<file path="src/hw/rtl/ptt_pkg.sv">
// Shared constants, codes and control/status types of the periodic timer table.
package ptt_pkg;

	localparam int MAX_TIMERS_DEF = 16;

	localparam int CMD_W     = 3;
	localparam int IDX_FW    = 5;
	localparam int ID_W      = 32;
	localparam int US_W      = 32;
	localparam int MS_W      = 23;
	localparam int TIME_W    = 32;
	localparam int KIND_W    = 2;
	localparam int STAT_W    = 2;
	localparam int S_TDATA_W = 72;
	localparam int M_TDATA_W = 64;

	localparam logic [CMD_W-1:0] CMD_TICK    = 3'd0;
	localparam logic [CMD_W-1:0] CMD_CREATE  = 3'd1;
	localparam logic [CMD_W-1:0] CMD_RESET   = 3'd2;
	localparam logic [CMD_W-1:0] CMD_CONTROL = 3'd3;
	localparam logic [CMD_W-1:0] CMD_DELETE  = 3'd4;

	localparam logic [KIND_W-1:0] KIND_EXPIRY = 2'd0;
	localparam logic [KIND_W-1:0] KIND_REPORT = 2'd1;
	localparam logic [KIND_W-1:0] KIND_ACK    = 2'd2;

	localparam logic [STAT_W-1:0] STAT_OK   = 2'd0;
	localparam logic [STAT_W-1:0] STAT_FAIL = 2'd1;
	localparam logic [STAT_W-1:0] STAT_NA   = 2'd2;

	localparam logic [MS_W-1:0] NOTHING_PENDING_MS = 23'd1000;

	// us -> ms: floor(x / 1000) == (x * 0x10624DD3) >> 38 for every 32-bit x
	localparam int              DIV_MUL_W = 29;
	localparam logic [28:0]     DIV_MUL   = 29'd274877907;
	localparam int              DIV_SHIFT = 38;
	localparam int              PROD_W    = US_W + DIV_MUL_W;

	typedef struct packed {
		logic accept;
		logic divide;
		logic scan_start;
		logic scan_run;
		logic ack;
		logic report;
	} ptt_cmd_t;

	typedef struct packed {
		logic is_tick;
		logic scan_done;
		logic out_free;
	} ptt_stat_t;

endpackage

</file>
<file path="src/hw/rtl/ptt_ctrl.sv">
// Sequencing state machine of the periodic timer table.
module ptt_ctrl (
	input  logic             clk,
	input  logic             arst_n,
	input  logic             s_tvalid,
	output logic             s_tready,
	input  ptt_pkg::ptt_stat_t stat,
	output ptt_pkg::ptt_cmd_t  cmd
);
	import ptt_pkg::*;

	typedef enum logic [2:0] {
		ST_IDLE,
		ST_DISPATCH,
		ST_ACK,
		ST_SCAN,
		ST_REPORT
	} state_t;

	state_t state_q;
	logic   ready_q;

	always_ff @(posedge clk or negedge arst_n) begin
		if (!arst_n) begin
			state_q <= ST_IDLE;
			ready_q <= 1'b1;
		end else begin
			unique case (state_q)
				ST_IDLE: begin
					if (s_tvalid && ready_q) begin
						state_q <= ST_DISPATCH;
						ready_q <= 1'b0;
					end
				end
				ST_DISPATCH: begin
					state_q <= stat.is_tick ? ST_SCAN : ST_ACK;
				end
				ST_ACK: begin
					if (stat.out_free) begin
						state_q <= ST_IDLE;
						ready_q <= 1'b1;
					end
				end
				ST_SCAN: begin
					if (stat.scan_done)
						state_q <= ST_REPORT;
				end
				ST_REPORT: begin
					if (stat.out_free) begin
						state_q <= ST_IDLE;
						ready_q <= 1'b1;
					end
				end
				default: begin
					state_q <= ST_IDLE;
					ready_q <= 1'b1;
				end
			endcase
		end
	end

	assign s_tready = ready_q;

	always_comb begin
		cmd.accept     = (state_q == ST_IDLE) && s_tvalid && ready_q;
		cmd.divide     = (state_q == ST_DISPATCH);
		cmd.scan_start = (state_q == ST_DISPATCH) && stat.is_tick;
		cmd.scan_run   = (state_q == ST_SCAN);
		cmd.ack        = (state_q == ST_ACK) && stat.out_free;
		cmd.report     = (state_q == ST_REPORT) && stat.out_free;
	end

endmodule

</file>
<file path="src/hw/rtl/ptt_datapath.sv">
// Timer table storage, slot scan, period conversion and output register.
module ptt_datapath #(
	parameter int MAX_TIMERS = ptt_pkg::MAX_TIMERS_DEF
) (
	input  logic                            clk,
	input  logic                            arst_n,
	input  ptt_pkg::ptt_cmd_t               cmd,
	output ptt_pkg::ptt_stat_t              stat,
	input  logic [ptt_pkg::S_TDATA_W-1:0]   s_tdata,
	input  logic [ptt_pkg::CMD_W-1:0]       s_tuser,
	input  logic                            m_tready,
	output logic                            m_tvalid,
	output logic [ptt_pkg::M_TDATA_W-1:0]   m_tdata,
	output logic [ptt_pkg::KIND_W-1:0]      m_tuser,
	output logic                            m_tlast
);
	import ptt_pkg::*;

	localparam int IDX_W = (MAX_TIMERS > 1) ? $clog2(MAX_TIMERS) : 1;
	localparam int CNT_W = $clog2(MAX_TIMERS + 1);

	// latched transaction
	logic [CMD_W-1:0]  cmd_q;
	logic [IDX_FW-1:0] idx_q;
	logic              en_q;
	logic [US_W-1:0]   period_us_q;
	logic [ID_W-1:0]   uid_q;
	logic [MS_W-1:0]   period_ms_q;
	logic [PROD_W-1:0] prod;

	// table state
	logic [TIME_W-1:0]     time_now_q;
	logic [CNT_W-1:0]      slots_used_q;
	logic [MAX_TIMERS-1:0] live_q;
	logic [MAX_TIMERS-1:0] enabled_q;

	logic [MS_W-1:0]   period_mem [MAX_TIMERS];
	logic [TIME_W-1:0] last_mem   [MAX_TIMERS];
	logic [ID_W-1:0]   uid_mem    [MAX_TIMERS];
	logic [MS_W-1:0]   rd_period_q;
	logic [TIME_W-1:0] rd_last_q;
	logic [ID_W-1:0]   rd_uid_q;

	// scan
	logic [CNT_W-1:0] scan_i_q;
	logic             ev_valid_q;
	logic [IDX_W-1:0] ev_i_q;
	logic             have_min_q;
	logic [MS_W-1:0]  min_q;

	// output register
	logic              out_valid_q;
	logic [KIND_W-1:0] out_kind_q;
	logic [ID_W-1:0]   out_id_q;
	logic [IDX_FW-1:0] out_slot_q;
	logic [STAT_W-1:0] out_stat_q;
	logic [MS_W-1:0]   out_sleep_q;
	logic              out_last_q;

	logic              out_free;
	logic [IDX_W-1:0]  idx_w;
	logic [IDX_W-1:0]  new_slot;
	logic              idx_in_range;
	logic              exists;
	logic              table_full;
	logic              ev_active;
	logic [TIME_W-1:0] elapsed;
	logic              expire;
	logic [MS_W-1:0]   left;
	logic              stall;
	logic              step;
	logic              more;
	logic              emit_exp;
	logic              rd_en;
	logic [IDX_W-1:0]  rd_addr;
	logic [IDX_W-1:0]  wr_addr;
	logic              wr_period_en;
	logic              wr_last_en;
	logic              wr_uid_en;
	logic [IDX_FW-1:0] ack_slot;
	logic [STAT_W-1:0] ack_stat;

	always_ff @(posedge clk) begin
		if (cmd.accept) begin
			cmd_q       <= s_tuser;
			idx_q       <= s_tdata[4:0];
			en_q        <= s_tdata[5];
			period_us_q <= s_tdata[37:6];
			uid_q       <= s_tdata[69:38];
		end
		if (cmd.divide)
			period_ms_q <= prod[DIV_SHIFT +: MS_W];
	end

	assign prod = PROD_W'(period_us_q) * PROD_W'(DIV_MUL);

	assign out_free     = !out_valid_q || m_tready;
	assign idx_w        = IDX_W'(idx_q);
	assign new_slot     = IDX_W'(slots_used_q);
	assign idx_in_range = 32'(idx_q) < 32'(slots_used_q);
	assign exists       = idx_in_range && live_q[idx_w];
	assign table_full   = 32'(slots_used_q) >= 32'(MAX_TIMERS);

	assign ev_active = ev_valid_q && live_q[ev_i_q] && enabled_q[ev_i_q];
	assign elapsed   = time_now_q - rd_last_q;
	assign expire    = elapsed >= TIME_W'(rd_period_q);
	assign left      = rd_period_q - elapsed[MS_W-1:0];
	assign stall     = cmd.scan_run && ev_active && expire && !out_free;
	assign step      = cmd.scan_run && !stall;
	assign more      = scan_i_q < slots_used_q;
	assign emit_exp  = step && ev_active && expire;
	assign rd_en     = step && more;
	assign rd_addr   = IDX_W'(scan_i_q);

	always_comb begin
		wr_addr      = ev_i_q;
		wr_period_en = 1'b0;
		wr_last_en   = 1'b0;
		wr_uid_en    = 1'b0;
		priority if (cmd.ack && cmd_q == CMD_CREATE && !table_full) begin
			wr_addr      = new_slot;
			wr_period_en = 1'b1;
			wr_last_en   = 1'b1;
			wr_uid_en    = 1'b1;
		end else if (cmd.ack && cmd_q == CMD_RESET && exists) begin
			wr_addr      = idx_w;
			wr_period_en = 1'b1;
			wr_last_en   = 1'b1;
		end else begin
			wr_last_en = emit_exp;
		end
	end

	always_ff @(posedge clk) begin
		if (wr_period_en)
			period_mem[wr_addr] <= period_ms_q;
		if (wr_last_en)
			last_mem[wr_addr] <= time_now_q;
		if (wr_uid_en)
			uid_mem[wr_addr] <= uid_q;
		if (rd_en) begin
			rd_period_q <= period_mem[rd_addr];
			rd_last_q   <= last_mem[rd_addr];
			rd_uid_q    <= uid_mem[rd_addr];
		end
	end

	always_comb begin
		ack_slot = idx_q;
		ack_stat = STAT_OK;
		unique case (cmd_q)
			CMD_CREATE: begin
				ack_slot = table_full ? '0 : IDX_FW'(slots_used_q);
				ack_stat = table_full ? STAT_FAIL : STAT_OK;
			end
			CMD_RESET, CMD_DELETE: begin
				ack_stat = STAT_OK;
			end
			CMD_CONTROL: begin
				ack_stat = exists ? STAT_OK : STAT_FAIL;
			end
			default: begin
				ack_slot = '0;
				ack_stat = STAT_FAIL;
			end
		endcase
	end

	always_ff @(posedge clk or negedge arst_n) begin
		if (!arst_n) begin
			time_now_q   <= '0;
			slots_used_q <= '0;
			live_q       <= '0;
			enabled_q    <= '0;
		end else begin
			if (cmd.accept && s_tuser == CMD_TICK)
				time_now_q <= time_now_q + 1'b1;
			if (cmd.ack) begin
				unique case (cmd_q)
					CMD_CREATE: begin
						if (!table_full) begin
							slots_used_q        <= slots_used_q + 1'b1;
							live_q[new_slot]    <= 1'b1;
							enabled_q[new_slot] <= 1'b1;
						end
					end
					CMD_RESET, CMD_CONTROL: begin
						if (exists)
							enabled_q[idx_w] <= en_q;
					end
					CMD_DELETE: begin
						if (idx_in_range)
							live_q[idx_w] <= 1'b0;
					end
					default: begin
					end
				endcase
			end
		end
	end

	always_ff @(posedge clk or negedge arst_n) begin
		if (!arst_n) begin
			scan_i_q   <= '0;
			ev_valid_q <= 1'b0;
			ev_i_q     <= '0;
			have_min_q <= 1'b0;
			min_q      <= '0;
		end else if (cmd.scan_start) begin
			scan_i_q   <= '0;
			ev_valid_q <= 1'b0;
			have_min_q <= 1'b0;
		end else if (step) begin
			if (ev_active && !expire && (!have_min_q || left < min_q)) begin
				min_q      <= left;
				have_min_q <= 1'b1;
			end
			ev_valid_q <= more;
			if (more) begin
				ev_i_q   <= rd_addr;
				scan_i_q <= scan_i_q + 1'b1;
			end
		end
	end

	always_ff @(posedge clk or negedge arst_n) begin
		if (!arst_n) begin
			out_valid_q <= 1'b0;
			out_kind_q  <= KIND_ACK;
			out_id_q    <= '0;
			out_slot_q  <= '0;
			out_stat_q  <= STAT_OK;
			out_sleep_q <= '0;
			out_last_q  <= 1'b0;
		end else begin
			priority if (cmd.ack) begin
				out_valid_q <= 1'b1;
				out_kind_q  <= KIND_ACK;
				out_id_q    <= '0;
				out_slot_q  <= ack_slot;
				out_stat_q  <= ack_stat;
				out_sleep_q <= '0;
				out_last_q  <= 1'b1;
			end else if (cmd.report) begin
				out_valid_q <= 1'b1;
				out_kind_q  <= KIND_REPORT;
				out_id_q    <= '0;
				out_slot_q  <= '0;
				out_stat_q  <= STAT_NA;
				out_sleep_q <= have_min_q ? min_q : NOTHING_PENDING_MS;
				out_last_q  <= 1'b1;
			end else if (emit_exp) begin
				out_valid_q <= 1'b1;
				out_kind_q  <= KIND_EXPIRY;
				out_id_q    <= rd_uid_q;
				out_slot_q  <= IDX_FW'(ev_i_q);
				out_stat_q  <= STAT_NA;
				out_sleep_q <= '0;
				out_last_q  <= 1'b0;
			end else begin
				out_valid_q <= out_valid_q && !m_tready;
			end
		end
	end

	assign stat.is_tick   = (cmd_q == CMD_TICK);
	assign stat.scan_done = !ev_valid_q && !more;
	assign stat.out_free  = out_free;

	assign m_tvalid = out_valid_q;
	assign m_tdata  = {2'b00, out_sleep_q, out_stat_q, out_slot_q, out_id_q};
	assign m_tuser  = out_kind_q;
	assign m_tlast  = out_last_q;

endmodule

</file>
<file path="src/hw/rtl/periodic_timer_table.sv">
// Periodic timer table: millisecond-tick driven table of periodic timers.
// Sequence: accept, dispatch with period conversion, then an acknowledge, or for a tick a slot scan and a report.
// Throughput: one transaction at a time; the next is accepted once the acknowledge or report is registered.
// Output stalls hold the ack and report; a tick reads one slot per cycle unless an expiry waits on a busy output.
// Reset: time count, slot count, live/enable bits and control clear at once;
// table entries are written at create before they are ever read.
module periodic_timer_table #(
	parameter int MAX_TIMERS = ptt_pkg::MAX_TIMERS_DEF
) (
	input  logic                          clk,
	input  logic                          arst_n,
	input  logic                          s_tvalid,
	output logic                          s_tready,
	// timer_index[4:0], enable[5], period_us[37:6], user_id[69:38]
	input  logic [ptt_pkg::S_TDATA_W-1:0] s_tdata,
	// command[2:0]
	input  logic [ptt_pkg::CMD_W-1:0]     s_tuser,
	output logic                          m_tvalid,
	input  logic                          m_tready,
	// expired_id[31:0], slot[36:32], status[38:37], sleep_ms[61:39]
	output logic [ptt_pkg::M_TDATA_W-1:0] m_tdata,
	// kind[1:0]
	output logic [ptt_pkg::KIND_W-1:0]    m_tuser,
	output logic                          m_tlast
);
	import ptt_pkg::*;

	ptt_cmd_t  ctl_cmd;
	ptt_stat_t dp_stat;

	ptt_ctrl u_ctrl (
		.clk      (clk),
		.arst_n   (arst_n),
		.s_tvalid (s_tvalid),
		.s_tready (s_tready),
		.stat     (dp_stat),
		.cmd      (ctl_cmd)
	);

	ptt_datapath #(
		.MAX_TIMERS (MAX_TIMERS)
	) u_datapath (
		.clk      (clk),
		.arst_n   (arst_n),
		.cmd      (ctl_cmd),
		.stat     (dp_stat),
		.s_tdata  (s_tdata),
		.s_tuser  (s_tuser),
		.m_tready (m_tready),
		.m_tvalid (m_tvalid),
		.m_tdata  (m_tdata),
		.m_tuser  (m_tuser),
		.m_tlast  (m_tlast)
	);

`ifndef SYNTH
	a_one_at_a_time: assert property (@(posedge clk) disable iff (!arst_n)
		s_tvalid && s_tready |=> !s_tready)
		else $error("transaction accepted while previous one in progress");

	a_no_accept_in_scan: assert property (@(posedge clk) disable iff (!arst_n)
		ctl_cmd.scan_run |-> !s_tready)
		else $error("input ready during slot scan");

	a_report_is_last: assert property (@(posedge clk) disable iff (!arst_n)
		m_tvalid && m_tuser == KIND_REPORT |-> m_tlast)
		else $error("deadline report without tlast");

	a_expiry_not_last: assert property (@(posedge clk) disable iff (!arst_n)
		m_tvalid && m_tuser == KIND_EXPIRY |-> !m_tlast)
		else $error("expiry marked as last");
`endif

endmodule

</file>
<file path="config.mk">
export PLATFORM = sky130hd
export DESIGN_NAME = periodic_timer_table
export DESIGN_NICKNAME = d
export VERILOG_FILES = /design/src/hw/rtl/ptt_pkg.sv /design/src/hw/rtl/ptt_ctrl.sv /design/src/hw/rtl/ptt_datapath.sv /design/src/hw/rtl/periodic_timer_table.sv
export SDC_FILE = /design/constraint.sdc
export NUM_CORES = 2
export LEC_CHECK = 0
export ABC_AREA = 1
export BUFFER_PORTS_ARGS = -buffer_cell sky130_fd_sc_hd__buf_2
export CAP_MARGIN = 20
export CORE_ASPECT_RATIO = 0.8
export CORE_MARGIN = 2
export CORE_UTILIZATION = 30
export DETAILED_ROUTE_END_ITERATION = 7
export HOLD_SLACK_MARGIN = 0.15
export SLEW_MARGIN = 20
export SYNTH_ARGS = -nofsm -noshare
export SYNTH_HDL_FRONTEND = slang
export SYNTH_SLANG_ARGS = --single-unit
</file>
<file path="constraint.sdc">
create_clock -name clk -period 7.5 [get_ports clk]
set_clock_uncertainty 0.1 [all_clocks]
set_input_delay 1.875 -clock clk [delete_from_list [all_inputs] [get_ports clk]]
set_output_delay 1.875 -clock clk [all_outputs]
set_load 0.02 [all_outputs]
</file>
### Word level (Yosys, flattened, before mapping)

Memories as Yosys holds them, arrays and structs flattened. A register that Yosys moved wholly into a read port is not among the register bits.
Cells that the tools add are included.

| storage, ports and cells | value |
|---|---|
| bits in registers | 269 |
| bits in latches | 0 |
| memory bits (writable) | 1,392 |
| memory bits (read-only) | 0 |
| input bits | 79 |
| output and inout port bits | 69 |
| logic and storage cells | 198 |
| memories | 3 |

| operators by class | value |
|---|---|
| $add $sub $neg | 5 |
| multipliers | 1 |
| divide/modulo/power cells | 0 |
| $lt $le $gt $ge | 10 |
| eq/ne operators | 14 |
| shifts and indexed selects | 0 |
| muxes and demuxes | 73 |
| bitwise logic cells | 7 |
| reductions and logical operators | 61 |

Memory list:

| memory | words | bits a word | read ports | clocked after memory_dff | write ports | RTL line | RTL |
|---|---|---|---|---|---|---|---|
| u_datapath.last_mem | 16 | 32 | 1 | 1 | 1 | ptt_datapath.sv:38 | `logic [TIME_W-1:0] last_mem [MAX_TIMERS];` |
| u_datapath.uid_mem | 16 | 32 | 1 | 1 | 1 | ptt_datapath.sv:39 | `logic [ID_W-1:0] uid_mem [MAX_TIMERS];` |
| u_datapath.period_mem | 16 | 23 | 1 | 1 | 1 | ptt_datapath.sv:37 | `logic [MS_W-1:0] period_mem [MAX_TIMERS];` |

Operators by type and width:

| cell | number |
|---|---|
| 2-to-1 mux 32 bit | 3 |
| 2-to-1 mux 23 bit | 4 |
| 2-to-1 mux 16 bit | 4 |
| case mux 16 bit (2 select lines) | 2 |
| multiplier 32 x 29 -> 61 bit, second input constant | 1 |
| 2-to-1 mux 5 bit | 7 |
| adder 32 x 1 -> 32 bit, second input constant | 1 |
| greater-or-equal comparator 32 x 23 -> 1 bit | 1 |
| 2-to-1 mux 1 bit | 32 |
| bitwise OR 16 bit | 2 |
| subtractor 32 bit | 1 |
| logical AND 1 bit | 27 |
| less-than comparator 23 bit | 1 |
| subtractor 23 bit | 1 |
| bitwise AND 16 bit | 1 |
| bitwise mux 16 bit | 1 |
| inverter 16 bit | 1 |
| less-than comparator 4 x 5 -> 1 bit, second input constant | 3 |
| AND reduction 3 bit | 5 |
| binary-select mux 1 bit (select 4 bit) | 3 |
| equality test 3 x 2 -> 1 bit, second input constant | 4 |
| 2-to-1 mux 2 bit | 6 |
| case mux 3 bit (4 select lines) | 1 |
| adder 5 x 1 -> 5 bit, second input constant | 2 |
| other kinds (23) | 57 |

### Logic depth before layout (Yosys ltp)

| depth | value |
|---|---|
| word-level depth | 15 |
| gate-level depth with buffers | 35 |
| gate-level depth less buffers | 33 |

### Cells and area by module

From an unflattened synthesis, not the netlist that was laid out.

| unflattened totals | value |
|---|---|
| cell total of the unflattened synthesis | 7,445 |
| area, all modules | 86,850.8 um2 |

Modules (own cells, without submodules):

| module | instances | cells each | area each (um2) | seq. area each (um2) |
|---|---|---|---|---|
| ptt_datapath | 1 | 7,400 | 86,575.5 | 51,525.7 |
| ptt_ctrl | 1 | 45 | 275.3 | 101.3 |

### Worst setup path before layout

Ideal clock, no wire load.

| timing | value |
|---|---|
| path type | register to register |
| from | reg u_datapath.period_us_q[8] |
| to | reg u_datapath.period_ms_q[18] (data pin) |
| library setup time | 0.258 ns |
| data arrival time | 5.775 ns |
| data required time | 7.142 ns |
| slack | 1.367 ns |
| cell stages (with the launch flop) | 25 |
| path buffers | 0 |
| period minus slack after synthesis | 6.133 ns |
| path through | edfxtp_1 > ha_1 > fa_1 > fa_1 > inv_1 > fa_1 > inv_1 > fa_1 > inv_1 > fa_1 > inv_1 > fa_1 > inv_1 > fa_1 > inv_1 > ha_1 > nand2_1 > nor2_1 > nor4b_1 > a21oi_1 > o21ai_0 > nand3_1 > nand2_1 > a21oi_1 > xnor2_1 |

| on the way | value |
|---|---|
| cells in the longest elaborated chain, start to end | 1 |

RTL lines:

| what | RTL line | RTL |
|---|---|---|
| start: declaration | ptt_datapath.sv:26 | `logic [US_W-1:0] period_us_q;` |
| start signal: assignment | ptt_datapath.sv:88 | `period_us_q <= s_tdata[37:6];` |
| multiplier 32 x 29 -> 61 bit | ptt_datapath.sv:95 | `assign prod = PROD_W'(period_us_q) * PROD_W'(DIV_MUL);` |
| via u_datapath.prod[56] | ptt_datapath.sv:29 | `logic [PROD_W-1:0] prod;` |
| end signal: assignment | ptt_datapath.sv:92 | `period_ms_q <= prod[DIV_SHIFT +: MS_W];` |
| end: declaration | ptt_datapath.sv:28 | `logic [MS_W-1:0] period_ms_q;` |

The timed path passes the listed nets, and every way through them passes these cells.
A chain may end at the register's enable or synchronous reset.

### Worst setup path after layout

| timing | value |
|---|---|
| from | reg u_datapath.period_us_q[9] |
| to | reg u_datapath.period_ms_q[10] (data pin) |

The elaborated chain is that of the path after synthesis.

==> results.sh <==
export IMPL_cpMaxStageDelayCell="edfxtp_1"
export IMPL_hold_start="u_datapath.rd_uid_q[27]"
export IMPL_cts_tree="built"
export IMPL_portBuffers=143
export IMPL_ff2ff_setup_slack_ps=420
export IMPL_dieArea_sq_mm=0.295
export IMPL_numCtsBuffers=171
export IMPL_clk_latency_ps=850
export IMPL_cp_arrival_ps=7510
export IMPL_cp_required_ps=7920
export IMPL_synth_top_area_frac=0.543
export IMPL_clk_pin_slew_ps=60
export IMPL_synthDistinctLibCells=57
export IMPL_path_cells="ha_1 > fa_1 > fa_1 > inv_1 > fa_1 > inv_1 > fa_1 > fa_1 > fa_1 > inv_1 > fa_1 > inv_1 > ha_1 > nand2_1 > nor2_1 > nand2_1 > nor4b_1 > a21oi_1 > o21ai_0 > nand3_1 > nand2_1 > a21oi_1 > xnor2_1"
export IMPL_min_delay_path_depth=2
export IMPL_via_per_inst=5.03
export IMPL_dp_hpwl_um=159000
export IMPL_grt_first_pass_wirelength_um=372000
export IMPL_vias=58900
export IMPL_wl_per_cell_um=21.5
export IMPL_period_share=0.944
export IMPL_rsz0062_at_grt="no"
export IMPL_clkSinkCount=1748
export IMPL_slew_viol_final=0
export IMPL_gp_congestion=0.917
export IMPL_fmax_ghz=0.141
export IMPL_rows=176
export IMPL_fin_tns_setup_ps=0
export IMPL_gr_usage_all_layers=0.167
export IMPL_startpoint="u_datapath.period_us_q[9]"
export IMPL_area_growth_pct=12.9
export IMPL_ys_ff_latch=1748
export IMPL_r2r_cells=23
export IMPL_first_iter_violations=6575
export IMPL_status="finished, final reports clean"
export IMPL_synthTopCellsByArea="edfxtp_1 54%, ha_1 7.2%, fa_1 6.9%"
export IMPL_drt_pre_antenna_iters=6
export IMPL_antenna_found_initial=17
export IMPL_syn_inst=7626
export IMPL_grt_max_degree=212
export IMPL_synth_warnings=0
export IMPL_cp_max_fo=9
export IMPL_timing_critical_path_mode_cell="fa_1"
export IMPL_setup_viol=0
export IMPL_crit_type="flip-flop to flip-flop"
export IMPL_grt_pass1_vias=57400
export IMPL_drt_total_wl_um=253000
export IMPL_drive_gt1_frac=0.0791
export IMPL_core_sq_mm=0.288
export IMPL_r2r_end="u_datapath.period_ms_q[10]"
export IMPL_synthArstFlopShare=0.0990
export IMPL_maxCapViolCount=0
export IMPL_die_w_um=607
export IMPL_root_buffer="clkbuf_16"
export IMPL_htreeDepth=4
export IMPL_critPathCaptureType="flip-flop"
export IMPL_cpPeakStageDelay_ps=640
export IMPL_synth_top_cell_by_area="edfxtp_1"
export IMPL_start_util=0.302
export IMPL_start_kind="flip-flop"
export IMPL_overflow=0
export IMPL_synth_edff_count=1575
export IMPL_final_nets=8640
export IMPL_holdCritPathClass="flip-flop to flip-flop"
export IMPL_netlist_area_sq_mm=0.0872
export IMPL_hold_end="u_datapath.out_id_q[27]"
export IMPL_r2r_start="u_datapath.period_us_q[9]"
export IMPL_placed_cell_area_sq_mm=0.0930
export IMPL_cts_resized=0
export IMPL_worstMarginPinSlew_ps=1090
export IMPL_hold_viol=0
export IMPL_design_area_sq_mm=0.0984
export IMPL_clock_path_buffers=4
export IMPL_fillCellCount=28200
export IMPL_ys_flop_type="edfxtp_1"
export IMPL_timing_final_crit_period_ps=7080
export IMPL_die_h_um=486
export IMPL_slew_headroom=0.272
export IMPL_drc=0
export IMPL_ios=148
export IMPL_postRouteAntennaNets=0
export IMPL_synth_seq_area_share=0.592
export IMPL_post_synth_cell_area_avg_sq_um=11.4
## cells in the mapped netlist (4+ instances only)
master / instances
o211ai_1: 8
o21ai_0: 587
nand3b_1: 5
xnor2_1: 33
nor2_1: 624
o22ai_1: 111
buf_1: 20
nor2_2: 8
xor2_1: 67
fa_1: 300
nand3_1: 323
buf_2: 15
a22oi_1: 7
a21o_1: 9
a31oi_1: 17
a21boi_0: 7
ha_1: 500
dfrtp_1: 171
a2bb2oi_1: 7
nor3_1: 29
buf_6: 5
edfxtp_1: 1575
inv_2: 11
o21ai_1: 7
o21bai_1: 8
nand4_1: 92
a31o_2: 4
o21a_1: 14
nor4_1: 10
a21oi_1: 405
nand2_1: 1242
inv_1: 911
clkbuf_1: 271
nand2_2: 5
o221ai_1: 79
a221oi_1: 104
## final cells by class
type,count,area (sq um),share of cell area
Timing Repair Buffer,275,1900,0.0193
Sequential cell,1748,51600,0.525
Inverter,922,3490,0.0354
Multi-Input combinational cell,4643,31200,0.317
Clock buffer,207,4520,0.0459
Tap cell,3827,4790,0.0486
Antenna cell,4,10.0,0.000102
Clock inverter,97,862,0.00876
## per-layer routing
metal / track usage / wire, um / vias up
met5: 0 / 12 / -
met4: 0.0346 / 4530 / 2
met3: 0.0272 / 22300 / 314
met2: 0.255 / 111000 / 2433
met1: 0.250 / 115000 / 29400
li1: - / - / 26800
## worst max path at each step
stage                                       to  slack, ps  depth (start not counted)
global placement    u_datapath.period_ms_q[18]        520                         24
CTS                 u_datapath.period_ms_q[18]        470                         24
floorplan           u_datapath.period_ms_q[18]       1370                         24
finish              u_datapath.period_ms_q[10]        420                         23
global route              u_datapath.min_q[21]         40                         29
detailed placement  u_datapath.period_ms_q[18]        470                         24
## worst max-delay path: cells and delay by family (launching register included)
family,cells,cell delay [ps]
buffers and inverters,4,220
AND/OR/NAND/NOR,6,1100
flip-flops,1,640
XOR/XNOR,1,140
adder cells (fa/ha/maj),9,4110
AO/OA/AOI/OAI,3,510
## kinds of logic after synthesis
logic type	share of synthesized area
and+or+nand+nor	0.111
DFF	0.592
AOI/OAI and AO/OA	0.0919
buffers and inverters	0.0540
adders and majority gates	0.141
xor gates and xnor gates	0.0100
muxes	0.000387
other	0.0000430
## layout by cell type, fill, tap and decap left out, types with 118 or more instances in the layout
master	Yosys	layout
edfxtp_1	1575	1575
nand2_1	1242	1240
inv_1	911	905
o21ai_0	587	587
nor2_1	624	574
ha_1	500	500
a21oi_1	405	405
nand3_1	323	323
fa_1	300	300
clkbuf_16	0	174
dfrtp_1	171	167
buf_2	15	142
buf_4	3	118
## timing repair
item,in CTS,in global routing
setup buffers,0,2
hold buffers,0,0
endpoints found under the setup margin,0,2
## state kept, by name (all words and copies together), names as in the netlist, 32 cells and up
register	count
u_datapath.last_mem	512
u_datapath.out_id_q	32
u_datapath.period_mem	368
u_datapath.period_us_q	32
u_datapath.rd_last_q	32
u_datapath.rd_uid_q	32
u_datapath.time_now_q	32
u_datapath.uid_mem	512
u_datapath.uid_q	32
## metrics by stage
stage	util	hold WS [ps]	setup WS, ps	instances
3_5_place_dp	0.323	344	468	11400
6_report	0.342	354	419	11700
2_1_floorplan	-	326	1370	7627
3_3_place_gp	0.322	340	516	11400
4_1_cts	0.341	361	470	11700
5_1_grt	0.342	384	41.9	11700
Power is not shown: default switching activity piles up to over one toggle a cycle in this logic, so the estimate is an artifact.
